[src/design/kmd_pkg.sv]
// shared types and constants for the key matrix debounce reporter
`default_nettype none

package kmd_pkg;

  localparam int ROWS = 5;
  localparam int COLS = 12;

  localparam int RAW_W = 60;
  localparam int NKEYS = (ROWS * COLS >= RAW_W) ? RAW_W : ROWS * COLS;
  localparam logic [RAW_W-1:0] KEY_MASK =
    (NKEYS == RAW_W) ? {RAW_W{1'b1}} : ((RAW_W'(1) << NKEYS) - RAW_W'(1));

  localparam int TIME_W   = 32;
  localparam int DBT_W    = 20;
  localparam logic [DBT_W-1:0] DBT_RESET = DBT_W'(5000);

  localparam int ROW_W = 3;
  localparam int COL_W = 4;
  localparam logic [COL_W-1:0] COL_LAST = COL_W'(COLS - 1);

  localparam int CQ_DEPTH = 2;
  localparam int CQ_PTR_W = (CQ_DEPTH > 1) ? $clog2(CQ_DEPTH) : 1;
  localparam int CQ_CNT_W = $clog2(CQ_DEPTH + 1);

  typedef enum logic [0:0] {
    KIND_EVENT  = 1'b0,
    KIND_STATUS = 1'b1
  } kind_e;

  typedef enum logic [1:0] {
    BK_IDLE,
    BK_SCAN,
    BK_STATUS
  } back_state_e;

  // one scan worth of work for the back end
  typedef struct packed {
    logic [RAW_W-1:0] diff;
    logic [RAW_W-1:0] raw;
    logic             keep;
  } cmd_t;

  typedef struct packed {
    kind_e            kind;
    logic [ROW_W-1:0] row;
    logic [COL_W-1:0] col;
    logic             pressed;
    logic             keep;
    logic             last;
  } res_t;

endpackage

`default_nettype wire

[src/design/kmd_front.sv]
// front end: debounce timer, stable matrix and command classification
`default_nettype none

module kmd_front (
  input  wire                         clk_i,
  input  wire                         rst_ni,
  input  wire                         cfg_we_i,
  input  wire  [kmd_pkg::DBT_W-1:0]   cfg_wdata_i,
  input  wire                         accept_i,
  input  wire  [kmd_pkg::RAW_W-1:0]   raw_keys_i,
  input  wire                         first_scan_i,
  input  wire  [kmd_pkg::TIME_W-1:0]  now_us_i,
  output kmd_pkg::cmd_t               cmd_o
);
  import kmd_pkg::*;

  logic [DBT_W-1:0]  dbt_q;
  logic [RAW_W-1:0]  stable_q, stable_d;
  logic [RAW_W-1:0]  last_raw_q;
  logic [TIME_W-1:0] start_q, start_d;
  logic              running_q, running_d;

  logic [RAW_W-1:0]  raw_m;
  logic [TIME_W-1:0] elapsed;
  logic              changed;
  logic              commit;
  logic [RAW_W-1:0]  diff;

  always_comb begin
    raw_m   = raw_keys_i & KEY_MASK;
    changed = (raw_m != last_raw_q) || first_scan_i;
    elapsed = now_us_i - start_q;
    commit  = !changed && running_q && (elapsed >= TIME_W'(dbt_q));
    diff    = commit ? (stable_q ^ raw_m) : '0;

    cmd_o.diff = diff;
    cmd_o.raw  = raw_m;
    // all keys released by this commit: cue to sleep
    cmd_o.keep = !(commit && (diff != '0) && (raw_m == '0));

    stable_d  = stable_q;
    start_d   = start_q;
    running_d = running_q;
    if (changed) begin
      start_d   = now_us_i;
      running_d = 1'b1;
    end else if (commit) begin
      stable_d  = raw_m;
      start_d   = '0;
      running_d = 1'b0;
    end
  end

  always_ff @(posedge clk_i or negedge rst_ni) begin
    if (!rst_ni) begin
      dbt_q <= DBT_RESET;
    end else if (cfg_we_i) begin
      dbt_q <= cfg_wdata_i;
    end
  end

  always_ff @(posedge clk_i or negedge rst_ni) begin
    if (!rst_ni) begin
      stable_q   <= '0;
      last_raw_q <= '0;
      start_q    <= '0;
      running_q  <= 1'b0;
    end else if (accept_i) begin
      stable_q   <= stable_d;
      last_raw_q <= raw_m;
      start_q    <= start_d;
      running_q  <= running_d;
    end
  end

endmodule

`default_nettype wire

[src/design/kmd_cmd_fifo.sv]
// short command queue between front and back end
`default_nettype none

module kmd_cmd_fifo (
  input  wire            clk_i,
  input  wire            rst_ni,
  input  wire            wr_i,
  input  kmd_pkg::cmd_t  wdata_i,
  output logic           full_o,
  input  wire            rd_i,
  output kmd_pkg::cmd_t  rdata_o,
  output logic           empty_o
);
  import kmd_pkg::*;

  cmd_t                mem_q [CQ_DEPTH];
  logic [CQ_PTR_W-1:0] wr_ptr_q, rd_ptr_q;
  logic [CQ_CNT_W-1:0] cnt_q;
  logic                do_wr, do_rd;

  assign full_o  = (cnt_q == CQ_CNT_W'(CQ_DEPTH));
  assign empty_o = (cnt_q == '0);
  assign do_wr   = wr_i && !full_o;
  assign do_rd   = rd_i && !empty_o;
  assign rdata_o = mem_q[rd_ptr_q];

  always_ff @(posedge clk_i) begin
    if (do_wr) begin
      mem_q[wr_ptr_q] <= wdata_i;
    end
  end

  always_ff @(posedge clk_i or negedge rst_ni) begin
    if (!rst_ni) begin
      wr_ptr_q <= '0;
      rd_ptr_q <= '0;
      cnt_q    <= '0;
    end else begin
      if (do_wr) begin
        wr_ptr_q <= (wr_ptr_q == CQ_PTR_W'(CQ_DEPTH - 1)) ? '0 : wr_ptr_q + 1'b1;
      end
      if (do_rd) begin
        rd_ptr_q <= (rd_ptr_q == CQ_PTR_W'(CQ_DEPTH - 1)) ? '0 : rd_ptr_q + 1'b1;
      end
      if (do_wr && !do_rd) begin
        cnt_q <= cnt_q + 1'b1;
      end else if (do_rd && !do_wr) begin
        cnt_q <= cnt_q - 1'b1;
      end
    end
  end

endmodule

`default_nettype wire

[src/design/kmd_back.sv]
// back end: walks the diff a key per cycle unless stalled; emits words
`default_nettype none

module kmd_back (
  input  wire            clk_i,
  input  wire            rst_ni,
  input  kmd_pkg::cmd_t  cmd_i,
  input  wire            cmd_empty_i,
  output logic           cmd_rd_o,
  input  wire            pop_i,
  output logic           out_valid_o,
  output kmd_pkg::res_t  res_o
);
  import kmd_pkg::*;

  back_state_e      state_q, state_d;
  logic [RAW_W-1:0] diff_q, raw_q;
  logic             keep_q;
  logic [ROW_W-1:0] row_q;
  logic [COL_W-1:0] col_q;
  logic             out_valid_q;
  res_t             res_q;

  logic out_free;
  logic load;
  logic advance;
  logic emit;
  res_t res_d;

  assign out_free = !out_valid_q || pop_i;

  always_comb begin
    state_d = state_q;
    unique case (state_q)
      BK_IDLE: begin
        if (!cmd_empty_i) state_d = BK_SCAN;
      end
      BK_SCAN: begin
        if (diff_q == '0) state_d = BK_STATUS;
      end
      BK_STATUS: begin
        if (out_free) state_d = BK_IDLE;
      end
      default: state_d = BK_IDLE;
    endcase
  end

  always_comb begin
    load    = 1'b0;
    advance = 1'b0;
    emit    = 1'b0;
    res_d   = '{kind: KIND_EVENT, row: row_q, col: col_q, pressed: raw_q[0],
                keep: 1'b0, last: 1'b0};
    unique case (state_q)
      BK_IDLE: begin
        load = !cmd_empty_i;
      end
      BK_SCAN: begin
        if (diff_q != '0) begin
          if (diff_q[0]) begin
            emit    = out_free;
            advance = out_free;
          end else begin
            advance = 1'b1;
          end
        end
      end
      BK_STATUS: begin
        emit  = out_free;
        res_d = '{kind: KIND_STATUS, row: '0, col: '0, pressed: 1'b0,
                  keep: keep_q, last: 1'b1};
      end
      default: ;
    endcase
  end

  assign cmd_rd_o = load;

  always_ff @(posedge clk_i) begin
    if (load) begin
      diff_q <= cmd_i.diff;
      raw_q  <= cmd_i.raw;
      keep_q <= cmd_i.keep;
    end else if (advance) begin
      diff_q <= diff_q >> 1;
      raw_q  <= raw_q >> 1;
    end
    if (emit) begin
      res_q <= res_d;
    end
  end

  always_ff @(posedge clk_i or negedge rst_ni) begin
    if (!rst_ni) begin
      state_q     <= BK_IDLE;
      row_q       <= '0;
      col_q       <= '0;
      out_valid_q <= 1'b0;
    end else begin
      state_q <= state_d;
      if (load) begin
        row_q <= '0;
        col_q <= '0;
      end else if (advance) begin
        if (col_q == COL_LAST) begin
          col_q <= '0;
          row_q <= row_q + 1'b1;
        end else begin
          col_q <= col_q + 1'b1;
        end
      end
      if (emit) begin
        out_valid_q <= 1'b1;
      end else if (pop_i) begin
        out_valid_q <= 1'b0;
      end
    end
  end

  assign out_valid_o = out_valid_q;
  assign res_o       = res_q;

endmodule

`default_nettype wire

[src/design/key_matrix_debounce_reporter_core.sv]
// Key matrix debounce reporter: top level.
// Input queue side: push a scan (raw_keys_i, first_scan_i, now_us_i) while
// full is low. The front end updates the debounce timer and stable matrix
// in the accept cycle and queues a command in a two-entry command queue,
// so full only rises while two scans wait behind the back end.
// Result queue side: words appear while empty is low and leave on pop.
// A committing scan yields one key event per changed key, row by row and
// column by column, then a status word with last set; others yield only
// the status word.
// With nothing changed, a command passes from the command queue through the
// idle, scan and status states into the output word. The back end walks
// the diff one key per cycle up to the highest changed key while the
// result word is taken.
// A stalled receiver holds the output word; the back end waits on it and
// the command queue fills, after which full holds off new scans.
// Reset clears the stable matrix, timer and queues and loads a debounce
// time of 5000 us. cfg_we_i writes the debounce time; write it only idle.
`default_nettype none

module key_matrix_debounce_reporter_core (
  input  wire                         clk_i,
  input  wire                         rst_ni,
  input  wire                         cfg_we_i,
  input  wire  [kmd_pkg::DBT_W-1:0]   cfg_wdata_i,
  input  wire                         push,
  output logic                        full,
  input  wire  [kmd_pkg::RAW_W-1:0]   raw_keys_i,
  input  wire                         first_scan_i,
  input  wire  [kmd_pkg::TIME_W-1:0]  now_us_i,
  output logic                        empty,
  input  wire                         pop,
  output logic                        kind_o,
  output logic [kmd_pkg::ROW_W-1:0]   key_row_o,
  output logic [kmd_pkg::COL_W-1:0]   key_col_o,
  output logic                        key_pressed_o,
  output logic                        keep_scanning_o,
  output logic                        last_o
);
  import kmd_pkg::*;

  cmd_t front_cmd;
  cmd_t back_cmd;
  res_t res;
  logic cq_full, cq_empty, cq_rd;
  logic accept;
  logic out_valid;
  logic out_pop;

  assign accept  = push && !cq_full;
  assign full    = cq_full;
  assign empty   = !out_valid;
  assign out_pop = pop && out_valid;

  kmd_front u_front (
    .clk_i        (clk_i),
    .rst_ni       (rst_ni),
    .cfg_we_i     (cfg_we_i),
    .cfg_wdata_i  (cfg_wdata_i),
    .accept_i     (accept),
    .raw_keys_i   (raw_keys_i),
    .first_scan_i (first_scan_i),
    .now_us_i     (now_us_i),
    .cmd_o        (front_cmd)
  );

  kmd_cmd_fifo u_cmd_fifo (
    .clk_i   (clk_i),
    .rst_ni  (rst_ni),
    .wr_i    (accept),
    .wdata_i (front_cmd),
    .full_o  (cq_full),
    .rd_i    (cq_rd),
    .rdata_o (back_cmd),
    .empty_o (cq_empty)
  );

  kmd_back u_back (
    .clk_i       (clk_i),
    .rst_ni      (rst_ni),
    .cmd_i       (back_cmd),
    .cmd_empty_i (cq_empty),
    .cmd_rd_o    (cq_rd),
    .pop_i       (out_pop),
    .out_valid_o (out_valid),
    .res_o       (res)
  );

  assign kind_o          = res.kind;
  assign key_row_o       = res.row;
  assign key_col_o       = res.col;
  assign key_pressed_o   = res.pressed;
  assign keep_scanning_o = res.keep;
  assign last_o          = res.last;

  // the status word is always the last word of a scan
  a_last_is_status: assert property (@(posedge clk_i) disable iff (!rst_ni)
    !empty |-> (last_o == kind_o))
    else $error("last flag and word kind disagree");

  // key events only name keys inside the matrix
  a_event_in_matrix: assert property (@(posedge clk_i) disable iff (!rst_ni)
    (!empty && (kind_o == KIND_EVENT)) |->
      ((key_row_o < ROW_W'(ROWS)) && (key_col_o < COL_W'(COLS)) && !keep_scanning_o))
    else $error("key event outside matrix");

  // the back end never takes a command from an empty queue
  a_no_underflow: assert property (@(posedge clk_i) disable iff (!rst_ni)
    cq_rd |-> !cq_empty)
    else $error("command queue read while empty");

  // a stalled output word holds its value
  a_stall_holds: assert property (@(posedge clk_i) disable iff (!rst_ni)
    (!empty && !pop) |=> (!empty && $stable(res)))
    else $error("output word changed while stalled");

endmodule

`default_nettype wire
[config.mk]
export PLATFORM = sky130hd
export DESIGN_NAME = key_matrix_debounce_reporter_core
export DESIGN_NICKNAME = d
export VERILOG_FILES = /design/src/design/kmd_pkg.sv /design/src/design/kmd_front.sv /design/src/design/kmd_cmd_fifo.sv /design/src/design/kmd_back.sv /design/src/design/key_matrix_debounce_reporter_core.sv
export SDC_FILE = /design/constraint.sdc
export NUM_CORES = 1
export LEC_CHECK = 0
export ABC_AREA = 0
export BUFFER_PORTS_ARGS = -buffer_cell sky130_fd_sc_hd__buf_4
export CORE_MARGIN = 10
export CORE_UTILIZATION = 45
export CTS_CLUSTER_DIAMETER = 80
export DETAILED_ROUTE_END_ITERATION = 16
export PLACE_DENSITY = 0.69
export SYNTH_ARGS = -nofsm -noshare
export SYNTH_HDL_FRONTEND = slang
export SYNTH_SLANG_ARGS = --single-unit
[constraint.sdc]
create_clock -name clk_i -period 9.4 [get_ports clk_i]
set_clock_uncertainty 0.15 [all_clocks]
set_input_delay 1.88 -clock clk_i [delete_from_list [all_inputs] [get_ports clk_i]]
set_output_delay 1.88 -clock clk_i [all_outputs]
set_load 0.02 [all_outputs]
==> flow_summary.yaml, run 1 <==
critical_path:
  cp_slowest_stage_delay_ns: 0.66
  cp-start-kind: "input pin"
  cp.arrival_ns: 6.97
  ff2ff_path_depth: 22
  critPathMaxFanout: 61
  required_ns: 9.57
  crit-reg2reg-launch: "u_front.start_q[0]"
  crit_type: "input pin to flop"
  worstPathCellList: "buf_4 > inv_1 > ha_1 > inv_1 > fa_1 > a21o_1 > a221o_2 > a21oi_1 > nor2b_1 > o21ai_0 > nand2b_1 > a21oi_1 > xnor2_1 > ha_1 > nand3_1 > a21oi_1 > a211oi_1 > o221a_2 > and4_1 > o2111ai_2 > or2_4 > o41ai_4 > buf_4 > nor2_1"
  cp_common_cell: "a21oi_1"
  r2r-end: "u_cmd_fifo.mem_q[1][91]"
  crit_slowest_cell: "buf_4"
  cp-end-kind: "flop"
  reg2reg_slack_ns: 3.64
  worstPathBufferInverterCount: 4
  path_delay_family: "compound AO/OA/AOI/OAI gates"
clocking:
  ctsResizeCount: 0
  cts_tree: "yes"
  cts_buffers: 58
  cts_buffer_depth: 3
  insertion_delay_ns: 0.63
  cts_sinks: 560
  holdBufCountCts: 0
  post_cts.repair.setup_buffers: 0
  ctsHtreeMaxLevel: 2
  cts_root_buffer: "clkbuf_16"
  clk_pin_slew_worst_paths_ns: 0.06
power:
  swShare_pct: 30.17
  combPwrFrac_pct: 24.0
  power_switching_mw: 2.315
  intPower_mw: 5.359
  power_mw: 7.674
  ir_drop_uv: 179.8
  p_per_area_nw_per_um2: 264.9
  leakage_nw: 12.41
  p_seq_share_pct: 44.2
  p_clk_share_pct: 31.8
sta:
  finalWorstSetupSlack_ns: 2.599
  tightest_slew_ns: 1.205
  finalHoldViolations: 0
  whs_ns: 0.3438
  slew_violations: 0
  rsz0062_at_grt: "no"
  setup_tns_ns: 0
  setup_viol: 0
  final.min_clock_period_ns: 6.801
  period_share_pct: 72.35
  timing.fmax_mhz: 147.0
  slew_headroom_pct: 19.56
placement:
  dp.cells: 2837
  place_ws_ns: 1.943
  dp_hpwl_um: 39330
  io_buffers: 130
  place_congestion: 0.9078
  place_area_um2: 26920
floorplan:
  initial_utilization_pct: 45.66
  num_io_pins: 131
  die-area_um2: 65990
  dieHeight_um: 256.9
  coreArea_um2: 55310
  rows: 86
  die_w_um: 256.9
synthesis:
  avgSynthCellArea_um2: 12.40
  netlist-cell-type-count: 77
  ys_seq_area_share_pct: 62.91
  synthesis.area_um2: 25250
  synthFlopType: "edfxtp_1"
  yosysWarningCount: 0
  postSynthCellCount: 2036
  synth-seq-cells: 560
  syn-num-nets: 2214
  async_flop_share_pct: 33.39
  synth-edff-count: 373
min_path:
  holdPathStages: 2
  hp-class: "flop to flop"
  hp-start: "u_front.last_raw_q[39]"
  whs_endpoint: "u_front.last_raw_q[39]"
global_route:
  grt_first_pass_wirelength_um: 92000
  grt_max_degree: 115
  grt_usage_pct: 17.48
  grt_antenna_before_repair: 5
  gr-total-overflow: 0
  first_global_vias: 16350
final_layout:
  drive_gt1_share_pct: 15.01
  final_util_pct: 52.38
  instances_no_fill: 2948
  stdcell_area_um2: 28970
  nets: 2327
  area_growth_pct: 14.72
drt:
  drt-met1-wl_um: 25060
  vias: 15940
  routedWlPerCell_um: 19.71
  route.met3.wl_um: 2912
  drtAntennaViolNets: 0
  wl_met2_um: 28370
  remaining_drc_errors: 0
  drt_iter0_drc: 1104
  highest_layer: "met5"
  finalWirelength_um: 58100
  drt-vias-per-instance: 5.408
  drtPass1Iterations: 5
run:
  drv_cap: 0
outcome:
  status: "completed"
Yosys cell counts, drive strengths merged, types with 6 or more instances:
cell    count  share of area, %
a21o       14              0.42
a21oi      43              0.87
a22o       35               1.2
a31oi       6              0.17
buf        24              0.60
clkbuf     68               1.0
dfrtp     182                18
edfxtp    373                44
ha         59               2.9
inv        83               1.2
mux2       64               2.9
mux2i     125               5.0
nand2     319               4.7
nand2b      9              0.22
nand3      14              0.28
nand4      50               1.2
nor2      101               1.7
nor2b      11              0.27
nor3        9              0.20
nor4       43               1.1
o21a        7              0.21
o21ai     185               3.7
xnor2     103               3.6
xor2       30               1.0
how the worst max path moves through the flow:
stage	slack, ns	to	start	cells after the start
floorplan	1.23	u_cmd_fifo.mem_q[0][0]	push	4
global placement	2.07	u_cmd_fifo.mem_q[0][119]	now_us_i[0]	24
detailed placement	1.94	u_front.start_q[8]	now_us_i[0]	23
CTS	2.56	u_front.start_q[28]	now_us_i[0]	23
global route	2.22	u_front.start_q[23]	now_us_i[0]	23
finish	2.60	u_cmd_fifo.mem_q[1][91]	now_us_i[0]	24
cells by family (layout without fill, tap and decap cells):
group           Yosys count  in the layout  synth area share (%)
other cells               0              1                     0
compound gates          342            342                 8.473
mux                     189            189                 7.809
xor+xnor                133            133                 4.613
simple gates            576            576                 10.32
fa+ha+maj                60             60                 3.003
flops                   560            560                 62.91
buf+inv                 176            339                 2.869
tightest hold or removal path, delay by kind of cell, from the launching register on:
family / cells / cell delay, ns
simple gates: 2 / 0.10
flops: 1 / 0.35
layout make-up:
class / instances / area (µm²)
fill: 4783 / 26340
sequential: 560 / 15890
multi-input combinational: 1300 / 8682
clock buffer: 71 / 1530
timing repair buffer: 145 / 1095
tap: 748 / 935.9
clock inverter: 39 / 516.7
inverter: 84 / 315.3
antenna: 1 / 2.502
per-layer routing:
layer  vias to the layer above  global-route usage (%)
met4                        10                   6.376
met1                      7871                   22.22
li1                       7583                       -
met3                       119                   3.269
met5                         -                       0
met2                       360                   29.37
power by group through the flow:
| stage | Combinational [mW] | Sequential (mW) | Clock (mW) |
|---|---|---|---|
| after global routing | 2.06 | 3.44 | 2.59 |
| after global placement | 1.80 | 3.42 | 0 |
| after CTS | 1.85 | 3.39 | 2.49 |
| after floorplan | 1.32 | 3.44 | 0 |
| final | 1.84 | 3.39 | 2.44 |
| after detailed placement | 1.84 | 3.44 | 0 |
sequential cells by signal (all words and copies together) (netlist names):
register / count
u_cmd_fifo.mem_q: 242
u_cmd_fifo.wr_ptr_q: 1
u_cmd_fifo.rd_ptr_q: 1
u_back.raw_q: 60
u_front.running_q: 1
u_back.out_valid_o: 1
u_back.res_o: 10
u_back.keep_q: 1
u_back.state_q: 2
u_front.dbt_q: 20
u_back.col_q: 4
u_cmd_fifo.cnt_q: 2
u_front.last_raw_q: 60
u_front.start_q: 32
u_front.stable_q: 60
u_back.row_q: 3
u_back.diff_q: 60
placed cells by master (no fill, tap or decap), drive strengths merged, types with 30 or more instances in the layout:
cell type and instances:
dfrtp 182, clkbuf 72, xor2 30, a21oi 43, xnor2 103, nor2 101
nand4 50, nor4 43, buf 144, mux2i 125, o21ai 185, a22o 35
mux2 64, edfxtp 373, nand2 319, inv 89, ha 59
No activity file was read; power rests on OpenSTA's default activity.
==> run 2, diff against run 1 <==
PLACE_DENSITY = 0.71   (was 0.69)
clock period = 5.6 ns   (was 9.4 ns; I/O delays follow)
==> flow_summary.yaml, run 2 (synthesized netlist as in run 1, its figures left out) <==
sta:
  slew_violations: 0
  tightest_slew_ns: 1.075
  rsz0062_at_grt: "no"
  final.min_clock_period_ns: 5.327
  finalHoldViolations: 0
  whs_ns: 0.3455
  setup_viol: 0
  timing.fmax_mhz: 187.7
  slew_headroom_pct: 28.36
  period_share_pct: 95.13
power:
  power_switching_mw: 3.851
  intPower_mw: 8.963
  leakage_nw: 12.63
  combPwrFrac_pct: 25.6
  swShare_pct: 30.05
  p_clk_share_pct: 30.1
  power_mw: 12.81
  p_per_area_nw_per_um2: 436.3
  ir_drop_uv: 265.9
  p_seq_share_pct: 44.4
placement:
  place_congestion: 0.9044
  io_buffers: 130
  dp_hpwl_um: 39480
critical_path:
  cp.arrival_ns: 5.68
  r2r-end: "u_front.stable_q[37]"
  required_ns: 5.95
  crit_type: "input pin to flop"
  critPathMaxFanout: 24
  crit-reg2reg-launch: "u_front.start_q[0]"
  cp-end-kind: "flop"
  cp-start-kind: "input pin"
  ff2ff_path_depth: 22
  crit_start: "now_us_i[0]"
  reg2reg_slack_ns: 0.60
  endpoint: "u_front.stable_q[37]"
run:
  drv_cap: 0
outcome:
  status: "completed"
final_layout:
  final_common_cell: "edfxtp_1"
  area_growth_pct: 16.30
  largest_reg_flops: 242
  drive_gt1_share_pct: 16.50
  final_cell_mix: "edfxtp_1 (373), nand2_1 (318), buf_4 (185)"
  top_register: "u_cmd_fifo.mem_q"
  nets: 2377
  nFillCells: 4709
clocking:
  post_cts.repair.setup_buffers: 0
  cts_sinks: 560
  holdBufCountCts: 0
  clk_pin_slew_worst_paths_ns: 0.06
  insertion_delay_ns: 0.63
  ctsHtreeMaxLevel: 2
  ctsResizeCount: 0
  cts_tree: "yes"
  cts_root_buffer: "clkbuf_16"
  cts_buffers: 57
  cts_buffer_depth: 3
drt:
  drt_iter0_drc: 1310
  highest_layer: "met5"
  drt-met1-wl_um: 24200
  drtPass1Iterations: 5
  remaining_drc_errors: 0
  route.met3.wl_um: 3481
  drtAntennaViolNets: 0
  routedWlPerCell_um: 18.98
  vias: 15950
  wl_met2_um: 27660
  finalWirelength_um: 56880
  drt-vias-per-instance: 5.323
global_route:
  grt_first_pass_wirelength_um: 89680
  first_global_vias: 16100
  grt_max_degree: 124
  gr-total-overflow: 0
  grt_usage_pct: 16.99
  grt_antenna_before_repair: 7
floorplan:
  rows: 86
  coreArea_um2: 55310
  die-area_um2: 65990
  num_io_pins: 131
  die_w_um: 256.9
  dieHeight_um: 256.9
  initial_utilization_pct: 45.66
min_path:
  hp-class: "flop to flop"
-- run 2: area by class of cell --
type	count	area (µm²)	share of cell area, %
antenna	1	2.502	0.008521
clock buffer	89	1690	5.756
clock inverter	19	247.7	0.8436
inverter	84	315.3	1.074
multi-input combinational	1300	8682	29.56
sequential	560	15890	54.11
tap	748	935.9	3.187
timing repair buffer	196	1603	5.458
-- run 2: worst min-delay path by stage --
stage | from | endpoint | depth (start not counted)
2_1_floorplan | u_front.last_raw_q[27] | u_front.last_raw_q[27] | 2
3_3_place_gp | u_front.last_raw_q[52] | u_front.last_raw_q[52] | 2
3_5_place_dp | u_front.start_q[12] | u_front.start_q[12] | 1
4_1_cts | u_front.last_raw_q[36] | u_front.last_raw_q[36] | 2
5_1_grt | u_front.start_q[14] | u_front.start_q[14] | 1
6_report | u_front.start_q[15] | u_front.start_q[15] | 1
-- run 2: stage by stage --
| step | worst slack [ns] | cell area (µm²) | cells | utilization, % | setup TNS (ns) |
|---|---|---|---|---|---|
| 3_5_place_dp | -0.3768 | 27430 | 2888 | 49.59 | -58.54 |
| 4_1_cts | 0.2860 | 29360 | 2996 | 53.09 | 0 |
| 5_1_grt | 0.01401 | 29360 | 2996 | 53.09 | 0 |
| 6_report | 0.2728 | 29370 | 2997 | 53.10 | 0 |
| 3_3_place_gp | -0.3061 | 27430 | 2888 | 49.59 | -55.09 |
| 2_1_floorplan | -1.808 | 25250 | 2036 | - | -437.63 |
-- run 2: worst max-delay path, cell delays in order --
cell       delay (ns)
buf_4            0.12
inv_1            0.05
ha_1             0.17
inv_1            0.06
fa_1             0.41
a21o_1           0.19
buf_4            0.14
a221oi_4         0.26
nor3_2           0.08
nor3_1           0.19
o21ai_0          0.15
xor2_1           0.17
ha_1             0.30
nand4_1          0.13
or4_1            0.54
a31oi_1          0.20
a221o_1          0.16
a21oi_2          0.04
o2111ai_2        0.10
o41ai_2          0.11
buf_4            0.16
nor2_4           0.23
buf_12           0.22
mux2_2           0.35
-- run 2: metal layers --
metal / vias up / GRT usage (%)
met4: 12 / 4.881
met2: 378 / 28.55
met1: 7769 / 21.61
li1: 7686 / -
met5: - / 0
met3: 109 / 3.944
-- run 2: power by group through the flow --
stage	logic, mW	clock network, mW	registers [mW]
global placement	3.22	0	5.72
CTS	3.31	3.94	5.68
global route	3.67	4.11	5.76
detailed placement	3.29	0	5.76
floorplan	2.21	0	5.78
finish	3.28	3.85	5.68
